==> config.mk <==
export PLATFORM = sky130hd
export DESIGN_NAME = jls_sqrt
export DESIGN_NICKNAME = d
export VERILOG_FILES = /design/src/sv/jls_sqrt.sv
export SDC_FILE = /design/constraint.sdc
export NUM_CORES = 1
export LEC_CHECK = 0
export BUFFER_PORTS_ARGS = -buffer_cell sky130_fd_sc_hd__buf_2
export CAP_MARGIN = 20
export CORE_ASPECT_RATIO = 0.7
export CORE_MARGIN = 5
export CORE_UTILIZATION = 30
export DETAILED_ROUTE_END_ITERATION = 16
export GPL_ROUTABILITY_DRIVEN = 0
export GPL_TIMING_DRIVEN = 1
export HOLD_SLACK_MARGIN = 0.08
export PLACE_DENSITY = 0.57
export SLEW_MARGIN = 40
export SYNTH_ARGS = -nofsm -noshare
export SYNTH_HDL_FRONTEND = slang
export SYNTH_SLANG_ARGS = --single-unit
==> constraint.sdc <==
create_clock -name clk -period 3.1 [get_ports clk]
set_clock_uncertainty 0.2 [all_clocks]
set_input_delay 0.31 -clock clk [delete_from_list [all_inputs] [get_ports clk]]
set_output_delay 0.31 -clock clk [all_outputs]
set_load 0.01 [all_outputs]
==> src/sv/jls_sqrt.sv <==
// Digit-by-digit integer square root, one result bit per cycle.
module jls_sqrt #(
    parameter int RW = 68
) (
    input  logic            clk,
    input  logic            rst_n,
    input  logic            start,
    input  logic [RW-1:0]   radicand,
    output logic            busy,
    output logic [RW/2-1:0] root
);

    localparam int HW = RW / 2;
    localparam int CW = $clog2(HW + 1);

    logic          busy_reg;
    logic [CW-1:0] cnt_reg;
    logic [RW-1:0] rad_reg;
    logic [HW:0]   rem_reg;
    logic [HW-1:0] root_reg;
    logic [HW+2:0] rem2;
    logic [HW+2:0] trial;
    logic [HW+2:0] rem_next;
    logic          ge;

    assign rem2     = {rem_reg, rad_reg[RW-1:RW-2]};
    assign trial    = {1'b0, root_reg, 2'b01};
    assign ge       = rem2 >= trial;
    assign rem_next = ge ? rem2 - trial : rem2;

    always_ff @(posedge clk or negedge rst_n)
    begin
        if (!rst_n)
        begin
            busy_reg <= 1'b0;
            cnt_reg  <= '0;
        end
        else if (start)
        begin
            busy_reg <= 1'b1;
            cnt_reg  <= CW'(HW);
        end
        else if (busy_reg)
        begin
            cnt_reg <= cnt_reg - 1'b1;
            if (cnt_reg == CW'(1))
            begin
                busy_reg <= 1'b0;
            end
        end
    end

    always_ff @(posedge clk)
    begin
        if (start)
        begin
            rad_reg  <= radicand;
            rem_reg  <= '0;
            root_reg <= '0;
        end
        else if (busy_reg)
        begin
            rad_reg  <= {rad_reg[RW-3:0], 2'b00};
            rem_reg  <= (HW + 1)'(rem_next);
            root_reg <= {root_reg[HW-2:0], ge};
        end
    end

    assign busy = busy_reg;
    assign root = root_reg;

endmodule

==> flow_summary.toml <==
[timing]
final.period_utilization = 0.997
finalHoldViolations = 0
min_period_ns = 3.09
relSlewSlack = 0.476
fmax_ghz = 0.323
report.final.setup_viol = 0
final-max-slew-violation-count = 0
grt_setup_unrepaired = "true"
worst_slew_pin_slew_ns = 0.786

[cells_and_area]
antenna-diode-count = 0
post-route-util = 0.417
number_of_flip_flops_under_the_largest_register_name = 68
area_growth_pct = 36.9
most-common-layout-cells = "sky130_fd_sc_hd__buf_2, sky130_fd_sc_hd__nor2_1, sky130_fd_sc_hd__dlygate4sd3_1"
final_net_count = 1135
layout_commonest_cell = "sky130_fd_sc_hd__buf_2"
fillerInstances = 2662
post_route_cells_drive_above_1_share = 0.313

[power]
sequentialPowerShare = 0.246
power_frac_comb = 0.549
switching_share = 0.381
post_layout_power_mw = 10.1
switching_power_mw = 3.86
clock_power_share = 0.204
power.density_cell_area_nw_per_um2 = 911
ir_worst_vdd_uv = 474
cell_internal_pwr_mw = 6.28
power.leakage_nw = 4.90

[synth]
netlist_instances = 804
synthArstFlopShare = 0.0486
synth.top_cells.by_area = "sky130_fd_sc_hd__edfxtp_1, sky130_fd_sc_hd__dfxtp_1, sky130_fd_sc_hd__mux2_2"
mappedNetlistNets = 913
post-synth-top-area-fraction = 0.251
netlist_area_um2 = 8130
ys_seq_elements = 144
yosys_warnings = 0
synth_largest_area_cell = "sky130_fd_sc_hd__edfxtp_1"
synth-seq-area-share = 0.443
synth_cell_type_count = 62
synth-edff-count = 68
dominantRegCellSynth = "sky130_fd_sc_hd__dfxtp_1"
post_synth.cell_area_avg_um2 = 10.1

[clock_network]
cts.sink_count = 144
cts_max_path_buffers = 2
tritoncts = "done"
cts_made_buffers = 17
cts-htree-levels = 4
clkTransAtPathRegs_ns = 0.06
clock_root_buffer_master = "sky130_fd_sc_hd__clkbuf_16"
insertion_delay_ns = 0.43

[routing]
drcViolationCount = 0
routed_via_density = 4.83
wl_mm = 21.8
drt_pass1_iterations = 5
drt_iter0_markers = 467
routedWlPerCell_um = 15.5
detail-route-antenna-nets = 0
total_number_of_vias = 6774

[floorplanning]
total_core_area_um2 = 26700
boundaryPins = 106
placementRows = 50
initial_core_utilization = 0.304
design.die.area_um2 = 30500
die_height_um = 148
x_dimension_of_the_die_um = 207

[critical_path]
crit_type = "reg -> reg"
worst_ep_required_time_ns = 3.18
setup.worst_path.start_class = "flip-flop"
worst_setup_end_kind = "flip-flop"
worstPathMaxFanout = 6
worstPathArrival_ns = 3.17

[global_route]
global_route.overflow_total = 0
antenna_found_initial = 0
grt_first_pass_wirelength_mm = 34.9
vias_in_the_first_global_route = 6591
maximum_number_of_pins_on_one_net_before_global_route_repair = 88
groute.usage.overall = 0.142

[status]
result_of_the_run = "finished, final reports clean"

[hold_path]
timing.hold.worst.class = "in -> reg"

[placement]
io_buffers = 105
place_hpwl_mm = 14.8

[job]
max-cap-violations = 0
[final cells by class]
type | count | area (um^2) | area share
timing repair buffer | 250 | 1920 | 0.173
sequential | 144 | 3620 | 0.325
tap | 364 | 455 | 0.0409
inverter | 43 | 161 | 0.0145
clock inverter | 12 | 133 | 0.0119
clock buffer | 20 | 457 | 0.0410
multi-input combinational | 570 | 4380 | 0.394
[stage by stage]
stage	cell area [um^2]	TNS, ns	instances	worst slack [ns]	hold WS, ns
global placement	9600	-0.125	1297	-0.0321	-0.0418
detailed placement	9600	-1.11	1297	-0.148	-0.0397
floorplan	8220	0	804	0.00354	-0.186
global route	11100	-2.26	1403	-0.0963	0.287
finish	11100	0	1403	0.00829	0.292
CTS	10900	0	1399	0.0157	0.271
[critical path, stage by stage, from the launching register on]
cell and delay (ns):
sky130_fd_sc_hd__dfxtp_2 0.34, sky130_fd_sc_hd__ha_4 0.24, sky130_fd_sc_hd__and3_4 0.18, sky130_fd_sc_hd__a22o_4 0.28
sky130_fd_sc_hd__a221oi_4 0.27, sky130_fd_sc_hd__a31oi_2 0.15, sky130_fd_sc_hd__a2111o_1 0.48, sky130_fd_sc_hd__a31o_4 0.34
sky130_fd_sc_hd__clkbuf_16 0.18, sky130_fd_sc_hd__mux2i_1 0.19, sky130_fd_sc_hd__a211oi_2 0.09
[synth_stat cells (all sizes together), types with 18 or more instances]
cell type   n
xnor2      21
mux2i      52
nor2       96
ha         38
a21o       18
edfxtp     68
dfxtp      69
nand2      42
o21ai      22
mux2       66
inv        42
clkbuf     33
a211oi     27
a21oi      35
[per-layer routing]
| layer | part of all wire | track usage | vias to the layer above |
|---|---|---|---|
| met4 | 0.013 | 0.0327 | 0 |
| li1 | - | - | 3389 |
| met3 | 0.047 | 0.0320 | 20 |
| met2 | 0.41 | 0.200 | 158 |
| met5 | 0 | 0 | - |
| met1 | 0.53 | 0.218 | 3207 |
[final timing paths]
path                              from     endpoint  slack [ns]  depth (start not counted)
setup / recovery            rem_reg[6]  rem_reg[19]       0.008                         10
setup reg to reg            rem_reg[6]  rem_reg[19]       0.008                         10
max in group asynchronous        rst_n         busy        1.74                          3
min in group asynchronous        rst_n   cnt_reg[4]        0.67                          3
hold reg to reg            rem_reg[30]  rem_reg[32]        0.30                          2
hold / removal                   start   rad_reg[0]        0.29                          2
[power by group through the flow]
stage	clock network, mW	logic, mW	registers, mW
after floorplan	0	3.50	2.48
after global placement	0	4.79	2.52
after detailed placement	0	4.83	2.53
after CTS	2.14	5.06	2.49
after global routing	2.21	6.09	2.53
final	2.07	5.57	2.50
[cells by family after synthesis]
group	synth area share
DFF	0.443
and+or+nand+nor	0.127
xor gates and xnor gates	0.0312
buffers and inverters	0.0437
muxes	0.155
AOI/OAI and AO/OA	0.141
adders and majority gates	0.0585
[repair_timing]
item	CTS	global route
setup buffers	0	1
endpoints found under the setup margin	32	36
hold buffers	70	0
hold endpoints to repair	75	0
pin swaps	4	25
gates cloned	0	3
gates resized for setup	6	31
No activity file was read; power rests on OpenSTA's default activity.
