**src/sv/jls_div.sv**
```systemverilog
// Restoring unsigned divider, one quotient bit per cycle.
module jls_div #(
    parameter int DW = 63,
    parameter int VW = 32
) (
    input  logic          clk,
    input  logic          rst_n,
    input  logic          start,
    input  logic [DW-1:0] dividend,
    input  logic [VW-1:0] divisor,
    output logic          busy,
    output logic [DW-1:0] quotient
);

    localparam int CW = $clog2(DW + 1);

    logic          busy_reg;
    logic [CW-1:0] cnt_reg;
    logic [DW-1:0] dvd_reg;
    logic [DW-1:0] quo_reg;
    logic [VW-1:0] dsr_reg;
    logic [VW-1:0] rem_reg;
    logic [VW:0]   rem2;
    logic [VW:0]   rem_next;
    logic          ge;

    assign rem2     = {rem_reg, dvd_reg[DW-1]};
    assign ge       = rem2 >= {1'b0, dsr_reg};
    assign rem_next = ge ? rem2 - {1'b0, dsr_reg} : rem2;

    always_ff @(posedge clk or negedge rst_n)
    begin
        if (!rst_n)
        begin
            busy_reg <= 1'b0;
            cnt_reg  <= '0;
        end
        else if (start)
        begin
            busy_reg <= 1'b1;
            cnt_reg  <= CW'(DW);
        end
        else if (busy_reg)
        begin
            cnt_reg <= cnt_reg - 1'b1;
            if (cnt_reg == CW'(1))
            begin
                busy_reg <= 1'b0;
            end
        end
    end

    always_ff @(posedge clk)
    begin
        if (start)
        begin
            dvd_reg <= dividend;
            dsr_reg <= divisor;
            rem_reg <= '0;
            quo_reg <= '0;
        end
        else if (busy_reg)
        begin
            dvd_reg <= {dvd_reg[DW-2:0], 1'b0};
            rem_reg <= VW'(rem_next);
            quo_reg <= {quo_reg[DW-2:0], ge};
        end
    end

    assign busy     = busy_reg;
    assign quotient = quo_reg;

endmodule

```
**config.mk**
```make
export PLATFORM = sky130hd
export DESIGN_NAME = jls_div
export DESIGN_NICKNAME = d
export VERILOG_FILES = /design/src/sv/jls_div.sv
export SDC_FILE = /design/constraint.sdc
export NUM_CORES = 1
export LEC_CHECK = 0
export BUFFER_PORTS_ARGS = -buffer_cell sky130_fd_sc_hd__buf_2
export CORE_UTILIZATION = 55
export DETAILED_ROUTE_END_ITERATION = 12
export PLACE_DENSITY = 0.78
export SYNTH_ARGS = -nofsm -noshare
export SYNTH_HDL_FRONTEND = slang
export SYNTH_SLANG_ARGS = --single-unit
```
**constraint.sdc**
```tcl
create_clock -name clk -period 3.36 [get_ports clk]
set_input_delay 0.672 -clock clk [delete_from_list [all_inputs] [get_ports clk]]
set_output_delay 0.672 -clock clk [all_outputs]
set_load 0.02 [all_outputs]
```
==> metrics.md <==
| Metric | Value |
|---|---|
| Status | `finished clean` |
| Power per Cell Area | `622 mW/mm²` |
| Final wirelength | `19.7 mm` |
| Number of flops mapped to enable cells by yosys | `95` |
| Clock latency of the later-clocked register in the worst-skew pair | `0.44 ns` |
| Post-synth design cell area | `0.00959 mm²` |
| Required time worst endpoint | `3.69 ns` |
| Total Routing Usage GR | `22.5%` |
| Routed via count divided by cell count | `5.51` |
| Mean post-synth cell area | `10.9 µm²` |
| Non-filler instance count after layout | `1251` |
| H-tree levels | `4` |
| Post-cts repair resize count | `0` |
| Weighted congestion reported at the end of routability-driven placement | `0.881` |
| Minimum clock period | `3.05 ns` |
| Highest Clock Rate | `328 MHz` |
| Post-route setup slack | `0.314 ns` |
| Die Outline Area | `0.0180 mm²` |
| GRT Residual Overflow | `0` |
| Post-synthesis sequential area ratio | `51.4%` |
| HPWL reported at the end of detailed placement | `13.7 mm` |
| Final hold violations | `0` |
| Max Transition Viols Final | `0` |
| Post-Syn Nets | `1010` |
| DRC violations left | `0` |
| Worst slack on hold paths | `0.0569 ns` |
| Critical Path Sink Type | `flip-flop` |
| Worst reg2reg path startpoint | `dsr_reg[16]$_DFFE_PP_` |
| Total number of clock tree sinks | `197` |
| Buffers on Ports | `161` |
| Maximum resistive drop on vdd | `0.435 mV` |
| Capturing point of the worst reg2reg path | `rem_reg[25]$_SDFFE_PP0P_` |
| Signed area change from the synthesized netlist to the final layout | `17.0%` |
| Seq cells post-synth | `197` |
| Slew at the pin closest to its max-slew limit | `0.893 ns` |
| # placed instances | `1219` |
| Cell area after layout | `0.0112 mm²` |
| CTS tree | `built` |
| Worst slew slack as a fraction of its limit | `40.3%` |
| Initial cell density of the core | `57.0%` |
| Yosys synthesis warning count | `0` |
| Number of cells on the worst reg-to-reg path | `11` |
| Post-DRT Antenna Nets | `0` |
| Total vias in the final route | `6895` |
| Final setup violation count | `0` |
| Number of core rows | `47` |
| HP Class | `in2async` |
| Data arrival, critical path | `3.38 ns` |
| Maximum number of pins on one net before global-route repair | `81` |
| Worst Setup Path Type | `reg2reg` |
| Startpoint types | `flip-flop` |
| Total power after layout | `6.98 mW` |
| Die height | `134 µm` |
| Post-CTS Setup Bufs | `0` |
| Synthesized instance count | `877` |
| Setup repair after global routing missed its margin | `no` |
| Leakage component of the power | `5.27 nW` |
| Number of buffers added by the clock tree synthesis step | `17` |
| Final nets | `1151` |
| Final worst clock skew | `0.0121 ns` |
| Wire length per cell | `15.8 µm` |
| Area of the core | `0.0168 mm²` |
| Most common library cell in the layout ignoring fill and taps | `buf_2` |
| Clock transition time at the flip-flop clock pins of the worst setup and hold paths | `0.08 ns` |
| Via count of the first global-routing pass | `6579` |
| Primary flip-flop cell chosen by synthesis mapping | `edfxtp_1` |
| Final worst path period share | `90.7%` |
| Ant. Diodes | `0` |
| Die span in x | `134 µm` |
| Reg2reg setup slack | `0.31 ns` |
| Drt first pass iters | `5` |
| Netlist cell types | `64` |
| Synth async-reset ratio | `3.55%` |
| CTS root buffer | `clkbuf_16` |
| Area after DPL | `0.0106 mm²` |
| I/O pin cnt | `162` |
| Violation count after the first detailed-route iteration | `380` |
| CTS Hold Bufs | `0` |
| Count of maximum capacitance violations | `0` |
| Worst slack after detailed placement | `0.374 ns` |
| Setup total negative slack | `0 ns` |
| Deepest clock path buffer count | `2` |
| Worst Path Max Fanout | `12` |
| Proportion of layout cells with a drive suffix above 1 | `27.0%` |
| Initial antenna violation count | `1` |
| Top library cells by usage in the layout, fill and taps aside | `buf_2 (160), nor2_1 (101), edfxtp_1 (95), dfxtp_1 (95), nand2_1 (75)` |
| Global-route wire length before repair | `31.9 mm` |
| Final core utilization | `66.7%` |
-- synthesized netlist by cell type (all sizes together) (4+ instances only) --
cell type | instances | area (µm²)
nand2 | 75 | 282
ha | 34 | 425
a311oi | 17 | 161
nand3 | 8 | 45.0
o211ai | 7 | 66.3
nor3 | 7 | 35.0
a21o | 22 | 165
a211o | 4 | 35.0
buf | 16 | 90.1
and3 | 6 | 37.5
a211oi | 5 | 37.5
o311ai | 4 | 35.0
xnor2 | 21 | 184
o21a | 7 | 52.6
o21bai | 5 | 37.5
dfrtp | 7 | 175
a31oi | 7 | 43.8
and2 | 5 | 31.3
mux2i | 71 | 711
clkbuf | 34 | 128
inv | 42 | 158
a21oi | 22 | 110
edfxtp | 95 | 2850
dfxtp | 95 | 1900
nor2 | 102 | 385
nand4 | 10 | 62.6
or3 | 4 | 25.0
xor2 | 6 | 52.6
o21ai | 26 | 130
nor2b | 5 | 31.3
mux2 | 62 | 698
nand2b | 13 | 81.3
-- per-layer routing --
metal	wire length [µm]	share of wire [%]	GRT usage, %
met1	8760	44	28.7
met2	9200	47	35.8
met3	1370	6.9	7.26
met4	406	2.1	8.05
met5	13	0.066	0
-- power by group --
group          internal, mW  switching (mW)  leakage, nW
Combinational         0.882            1.12         3.16
Sequential             2.78           0.142         1.81
Clock                  1.02            1.04        0.295
-- area by class of cell --
class | instances | area, µm²
Multi-Input combinational cell | 588 | 4280
Inverter | 42 | 158
Clock inverter | 14 | 183
Tap cell | 220 | 275
Clock buffer | 18 | 429
Sequential cell | 197 | 4930
Fill cell | 1303 | 5600
Timing Repair Buffer | 172 | 957
-- worst max path at each step --
stage | startpoint | to | cells past startpoint
floorplan | start | dvd_reg[0]$_SDFFCE_PN0P_ | 3
global placement | dsr_reg[8]$_DFFE_PP_ | rem_reg[6]$_SDFFE_PP0P_ | 11
detailed placement | dsr_reg[8]$_DFFE_PP_ | rem_reg[24]$_SDFFE_PP0P_ | 11
CTS | dsr_reg[8]$_DFFE_PP_ | rem_reg[25]$_SDFFE_PP0P_ | 11
global route | dsr_reg[16]$_DFFE_PP_ | rem_reg[25]$_SDFFE_PP0P_ | 11
finish | dsr_reg[16]$_DFFE_PP_ | rem_reg[25]$_SDFFE_PP0P_ | 11
-- critical path, cell delays in order (launching register included) --
cell and delay, ns:
edfxtp_1 0.33, inv_1 0.04, ha_1 0.40, a21oi_1 0.28, o21ai_0 0.18, a21oi_1 0.28, o21ai_0 0.15, nor2_2 0.23
o211a_1 0.51, buf_12 0.21, nand2_1 0.06, a311oi_1 0.27
-- logic make-up (layout without fill, tap and decap cells) --
logic type	count (synthesis)	after routing	synth area share, %
mux	133	133	14.7
xor+xnor	27	27	2.47
fa+ha+maj	35	35	4.65
compound gates	148	148	11.4
simple gates	245	245	11.5
buf+inv	92	246	3.92
flops	197	197	51.4
Note: power is estimated with default switching activity, not from simulation.
