`src/sv/jls_pkg.sv`:
```
// Shared constants, codes and types of the Jacobi linear solver.
package jls_pkg;

    localparam int MAX_UNKNOWNS_DEF  = 16;
    localparam int FRACTION_BITS_DEF = 24;

    localparam int SIZE_W   = 5;
    localparam int TOL_W    = 31;
    localparam int SWEEP_W  = 16;
    localparam int STATUS_W = 2;
    localparam int PADDR_W  = 4;
    localparam int PDATA_W  = 32;
    localparam int DIVD_W   = 63;

    localparam logic [SIZE_W-1:0]  SIZE_RST  = 5'd16;
    localparam logic [TOL_W-1:0]   TOL_RST   = 31'd168;
    localparam logic [SWEEP_W-1:0] LIMIT_RST = 16'd1000;

    localparam logic [1:0] REG_SIZE  = 2'd0;
    localparam logic [1:0] REG_TOL   = 2'd1;
    localparam logic [1:0] REG_LIMIT = 2'd2;

    localparam logic [STATUS_W-1:0] ST_CONVERGED = 2'd0;
    localparam logic [STATUS_W-1:0] ST_LIMIT     = 2'd1;
    localparam logic [STATUS_W-1:0] ST_ZERO_DIAG = 2'd2;

    typedef struct packed {
        logic load_old;
        logic rotate_old;
        logic copy_new;
        logic shift_new;
        logic load_rhs;
        logic rotate_rhs;
    } cell_ctrl_t;

endpackage

```
`src/sv/jls_cell.sv`:
```
// One solver cell: old guess, new estimate and right-hand side of one unknown.
module jls_cell (
    input  logic                     clk,
    input  jls_pkg::cell_ctrl_t      ctrl,
    input  logic signed [31:0]       load_data,
    input  logic signed [31:0]       old_in,
    input  logic signed [31:0]       new_in,
    input  logic signed [31:0]       rhs_in,
    output logic signed [31:0]       old_out,
    output logic signed [31:0]       new_out,
    output logic signed [31:0]       rhs_out
);

    logic signed [31:0] old_reg;
    logic signed [31:0] new_reg;
    logic signed [31:0] rhs_reg;

    always_ff @(posedge clk)
    begin
        if (ctrl.load_old)
        begin
            old_reg <= load_data;
        end
        else if (ctrl.copy_new)
        begin
            old_reg <= new_reg;
        end
        else if (ctrl.rotate_old)
        begin
            old_reg <= old_in;
        end
        if (ctrl.shift_new)
        begin
            new_reg <= new_in;
        end
        if (ctrl.load_rhs)
        begin
            rhs_reg <= load_data;
        end
        else if (ctrl.rotate_rhs)
        begin
            rhs_reg <= rhs_in;
        end
    end

    assign old_out = old_reg;
    assign new_out = new_reg;
    assign rhs_out = rhs_reg;

endmodule

```
`config.mk`:
```
export PLATFORM = sky130hd
export DESIGN_NAME = jls_cell
export DESIGN_NICKNAME = d
export VERILOG_FILES = /design/src/sv/jls_pkg.sv /design/src/sv/jls_cell.sv
export SDC_FILE = /design/constraint.sdc
export NUM_CORES = 1
export LEC_CHECK = 0
export BUFFER_PORTS_ARGS = -buffer_cell sky130_fd_sc_hd__buf_2
export CORE_MARGIN = 4
export CORE_UTILIZATION = 40
export CTS_BUF_LIST = sky130_fd_sc_hd__clkbuf_4
export DETAILED_ROUTE_END_ITERATION = 8
export PLACE_DENSITY_LB_ADDON = 0.3
export SLEW_MARGIN = 10
export SYNTH_ARGS = -nofsm -noshare
export SYNTH_HDL_FRONTEND = slang
export SYNTH_SLANG_ARGS = --single-unit
```
`constraint.sdc`:
```
create_clock -name clk -period 2.4 [get_ports clk]
set_input_delay 0.24 -clock clk [delete_from_list [all_inputs] [get_ports clk]]
set_output_delay 0.24 -clock clk [all_outputs]
set_load 0.005 [all_outputs]
```
==> flow_summary.toml, run 1 <==
[routing]
drc = 0
via_count = 2992
wl_um = 10780
dr.pass1.iters = 4
ant_nets = 0
vias_per_cell = 4.639
wl_per_cell_um = 16.72
initialDrtViolationCount = 117

[critical_path]
startpoint_type = "flip-flop"
worstPathArrival_ns = 1.02
crit_fanout = 2
cpMaxStageDelayCell = "edfxtp_1"
timing.critical_path.slowest_cell_delay_ns = 0.44
critPathKind = "reg -> out"
crit_family = "flip-flops"
crit_buf_inv = 1
critPathRequiredTime_ns = 2.16
crit_chain = "buf_2"
endpoint_kind = "output port"

[flow_run]
maxCapViolCount = 0

[clock_tree]
hold_buffers = 32
postCtsSetupBuffers = 0
cts-resized-gates = 0
cts.reportedPaths.clkPinSlew_ns = 0.15
clock_path_buffers = 2
cts_tree = "done"
root_buffer = "clkbuf_4"
clk-insertion-delay-late_ns = 0.43
cts_num_sinks = 96
cts_buffers = 9
htree_levels = 3

[grt]
grt_pass1_wl_um = 15870
grt_usage_pct = 17.82
grt_max_degree = 65
grt_overflow = 0
antenna_found_initial = 1
grt_pass1_vias = 3129

[timing]
tns_ns = 0
layout_min_cycle_time_ns = 1.259
slew_viol_final = 0
skew_ns = 0.01348
hold_viol_final = 0
finalCritPeriodShare_pct = 52.45
slew_headroom_pct = 44.75
max_freq_mhz = 794.5
rsz0062_at_grt = "false"
tightest_slew_ns = 0.8287
setup_viol = 0

[placed_design]
gp_congestion = 0.7746
io_buffers = 230
dp_hpwl_um = 7886

[synth]
synth_area_per_cell_um2 = 17.18
synth.most_common_cell = "edfxtp_1"
synthCells = 241
synth_seq_area_share_pct = 69.61
synth_area_um2 = 4141
yosys-top-cells-count = "96 x edfxtp_1, 32 x mux2i_1, 32 x nand2_1"
yosysUniqueCellTypes = 13
synth_seq_cells = 96
yosysTopAreaCell = "edfxtp_1"
ys_top_cells_by_area = "edfxtp_1 70%, mux2_4 11%, mux2i_1 7.7%"
synthFlopType = "edfxtp_1"
synth_top_area_share_pct = 69.61
synth_edf_count = 96
synthArstFlopShare_pct = 0
ys.warnings.count = 0
synth_nets = 376

[floorplanning]
die_x_um = 109.8
die_area_um2 = 12050
dieHeight_um = 109.8
io_pins = 231
std_cell_rows = 36
core_region_area_um2 = 9910
start_util_pct = 41.79

[final_layout]
final_nets = 641
synthToLayoutAreaGrowth_pct = 40.45
drive_gt1_share_pct = 55.58
regArea_um2 = 2883
fill_cells = 821
multiInputGateArea_um2 = 1082

[outcome]
status = "completed"

[power_and_ir_drop]
total_power_mw = 3.632
vdd_drop_max_mv = 0.3511
power_leakage_nw = 2.700
powerDensity_nw_per_um2 = 624.4

[worst_hold_path]
hold_path_class = "in -> reg"
-- metal layers --
layer  up-vias  global-route usage, %  part of all wire [%]
met5         -                      0                     0
li1       1439                      -                     -
met4         0                  7.836                   2.1
met3        17                  5.402                   8.9
met1      1381                  19.13                    36
met2       155                  32.17                    53
-- registers in the layout (all words and copies together) (netlist names) --
name / cells
new_out: 32
old_out: 32
rhs_out: 32
-- area by class of cell --
cell class | instances | share of cell area (%)
Clock inverter | 4 | 1.183
Clock buffer | 12 | 1.549
Multi-Input combinational cell | 130 | 18.61
Antenna cell | 1 | 0.04302
Sequential cell | 96 | 49.56
Tap cell | 133 | 2.861
Timing Repair Buffer | 269 | 26.20
-- per-stage QoR --
stage | setup slack (ns) | cells | cell area [µm²] | utilization [%] | hold WS, ns
floorplan | 0.7473 | 241 | 4141 | - | 0.3389
global placement | 1.026 | 596 | 5335 | 53.84 | 0.4174
detailed placement | 0.9994 | 596 | 5335 | 53.84 | 0.4183
CTS | 1.093 | 644 | 5814 | 58.67 | 0.05113
global route | 1.062 | 645 | 5817 | 58.70 | 0.04737
finish | 1.141 | 645 | 5817 | 58.70 | 0.09909
-- logic make-up after synthesis --
| family | count (synthesis) | synth area share, % |
|---|---|---|
| buffers and inverters | 15 | 4.260 |
| AO/OA/AOI/OAI | 32 | 3.867 |
| AND/OR/NAND/NOR | 34 | 3.203 |
| flip-flops | 96 | 69.61 |
| multiplexers | 64 | 19.06 |
-- worst paths after layout --
kind	end	depth (start not counted)	startpoint	slack, ns
worst min-delay path	rhs_out[20]	2	rhs_in[20]	0.1
worst max register to register	old_out[21]	2	new_out[21]	1.45
worst max-delay path	new_out[21]	1	new_out[21]	1.14
worst min register to register	old_out[11]	2	new_out[11]	0.64
-- report_power, final --
group	switching, mW	internal [mW]	leakage [nW]
Combinational	0.258	0.324	1.63
Sequential	0.0515	2.03	0.979
Clock	0.510	0.455	0.0890
-- layout by cell type (no fill, tap or decap) --
cell type / n
mux2i_1: 32
clkinv_2: 1
mux2_2: 3
edfxtp_1: 96
o21ai_0: 2
nand2_1: 32
bufinv_16: 2
diode_2: 1
dlygate4sd3_1: 32
mux2_4: 29
or2_1: 1
buf_4: 7
clkinv_1: 1
buf_2: 230
or3_1: 1
o21ai_1: 30
clkbuf_4: 12
No activity file was read; power rests on OpenSTA's default activity.
==> inputs of run 2 (changes only) <==
==> constraint.sdc (replaced) <==
create_clock -name clk -period 1.05 [get_ports clk]
set_input_delay 0.105 -clock clk [delete_from_list [all_inputs] [get_ports clk]]
set_output_delay 0.105 -clock clk [all_outputs]
set_load 0.005 [all_outputs]
==> run 2 against run 1 <==
The run now ends with negative setup slack left. Clock skew shrank 0.0055 ns. Clock power is 100% higher. Global-route usage rose by 3.2 points. Hold slack got worse by 0.068 ns. Power grew 130%. Final area is 16% higher. Via count rose by 16%. Critical path type unchanged.
==> flow_summary.toml, run 2 (same netlist as run 1, synthesis figures left out) <==
[timing]
slew_viol_final = 0
max_freq_mhz = 888.3
rsz0062_at_grt = "true"
setup_viol = 57
setup_ws_ns = -0.07579
layout_min_cycle_time_ns = 1.126
hold_viol_final = 0
skew_ns = 0.007990
slew_headroom_pct = 68.44
tightest_slew_ns = 0.4734
finalCritPeriodShare_pct = 107.2

[floorplanning]
dieHeight_um = 109.8
die_area_um2 = 12050
start_util_pct = 41.79
std_cell_rows = 36
core_region_area_um2 = 9910
die_x_um = 109.8
io_pins = 231

[final_layout]
drive_gt1_share_pct = 50.58
synthToLayoutAreaGrowth_pct = 63.23
final_core_util_pct = 68.22
layout_common_cells = "230 x buf_2, 106 x dlygate4sd3_1, 96 x edfxtp_1"
mostFrequentLayoutCell = "buf_2"
final_nets = 733

[routing]
dr.pass1.iters = 4
via_count = 3462
wl_per_cell_um = 17.40
drc = 0
vias_per_cell = 4.691
wl_um = 12840
initialDrtViolationCount = 121
ant_nets = 0

[clock_tree]
cts_tree = "done"
root_buffer = "clkbuf_4"
cts_buffers = 9
clk-insertion-delay-late_ns = 0.42
cts.reportedPaths.clkPinSlew_ns = 0.14
clock_path_buffers = 2
htree_levels = 3
cts_num_sinks = 96

[placed_design]
gp_congestion = 0.7790
dp_hpwl_um = 8391
io_buffers = 230

[critical_path]
critPathKind = "reg -> out"
endpoint_kind = "output port"
crit_chain = "buf_2"
startpoint_type = "flip-flop"
cpMaxStageDelayCell = "edfxtp_1"
crit_family = "flip-flops"
critPathRequiredTime_ns = 0.94
worstPathArrival_ns = 1.02
timing.critical_path.slowest_cell_delay_ns = 0.43
crit_buf_inv = 1
crit_fanout = 2

[power_and_ir_drop]
powerDensity_nw_per_um2 = 1243
vdd_drop_max_mv = 0.7640
power.share.clock_pct = 23.0
p_sw_mw = 1.983
power_leakage_nw = 3.114
switching_share_pct = 23.60
total_power_mw = 8.404
p_int_mw = 6.420
combPwrFrac_pct = 20.3
seqPwrFrac_pct = 56.7

[outcome]
status = "complete, but fails checks"
violations = "negative setup slack"

[grt]
grt_max_degree = 33
grt_usage_pct = 20.99
grt_overflow = 0
grt_pass1_vias = 3756
antenna_found_initial = 1
grt_pass1_wl_um = 18640

[flow_run]
maxCapViolCount = 0

[worst_hold_path]
hold_path_class = "in -> reg"
[run 2: cell types whose count changed in the layout (fill, tap and decap cells not counted), sizes merged]
cell         before  now
buf             237  255
bufinv            2    1
clkbuf           12   11
clkinv            2    4
diode             1    2
dlygate4sd3      32  106
[run 2: metrics by stage]
step | setup TNS [ns] | area [µm²] | hold WS, ns | setup WS [ns] | std cells
2_1_floorplan | 0 | 4155 | 0.2039 | 0.01604 | 241
3_3_place_gp | -4.035 | 5455 | 0.2824 | -0.08775 | 601
3_5_place_dp | -5.159 | 5455 | 0.2833 | -0.1034 | 601
4_1_cts | -4.562 | 6696 | 0.0005685 | -0.1091 | 730
5_1_grt | -8.378 | 6758 | 0.002342 | -0.1505 | 737
6_report | -1.619 | 6760 | 0.03067 | -0.07579 | 738
[run 2: final cells by class]
| type | count | area [µm²] |
|---|---|---|
| Fill cell | 694 | 3149 |
| Sequential cell | 96 | 2883 |
| Timing Repair Buffer | 361 | 2479 |
| Multi-Input combinational cell | 130 | 1097 |
| Tap cell | 133 | 166.4 |
| Clock buffer | 11 | 82.58 |
| Clock inverter | 5 | 47.55 |
| Antenna cell | 2 | 5.005 |
[run 2: path summary, 6_finish.rpt]
kind	start	endpoint	slack, ns	cells after the start
setup / recovery	new_out[4]	new_out[4]	-0.08	1
hold / removal	old_in[14]	old_out[14]	0.03	3
setup reg to reg	new_out[21]	old_out[21]	0	3
hold reg to reg	new_out[25]	old_out[25]	0.65	2
[run 2: power by group through the flow]
stage / Combinational, mW / Clock (mW) / Sequential, mW
after global routing: 1.84 / 2.14 / 4.80
after detailed placement: 1.33 / 0 / 4.85
after global placement: 1.30 / 0 / 4.84
after floorplan: 0.489 / 0 / 4.90
after CTS: 1.67 / 1.97 / 4.76
final: 1.70 / 1.94 / 4.76
[run 2: layer usage]
| layer | share of wire, % | global-route usage, % | vias to the layer above |
|---|---|---|---|
| met5 | 0 | 0 | - |
| li1 | - | - | 1631 |
| met4 | 3.4 | 9.795 | 0 |
| met3 | 7.9 | 5.989 | 36 |
| met1 | 34 | 20.53 | 1623 |
| met2 | 55 | 40.19 | 172 |
[run 2: timing repair]
item	CTS	global route
pin swaps	0	1
hold buffers	105	1
hold endpoints to repair	96	1
endpoints found under the setup margin	96	101
gates resized for setup	0	3
buffers inserted	8	5
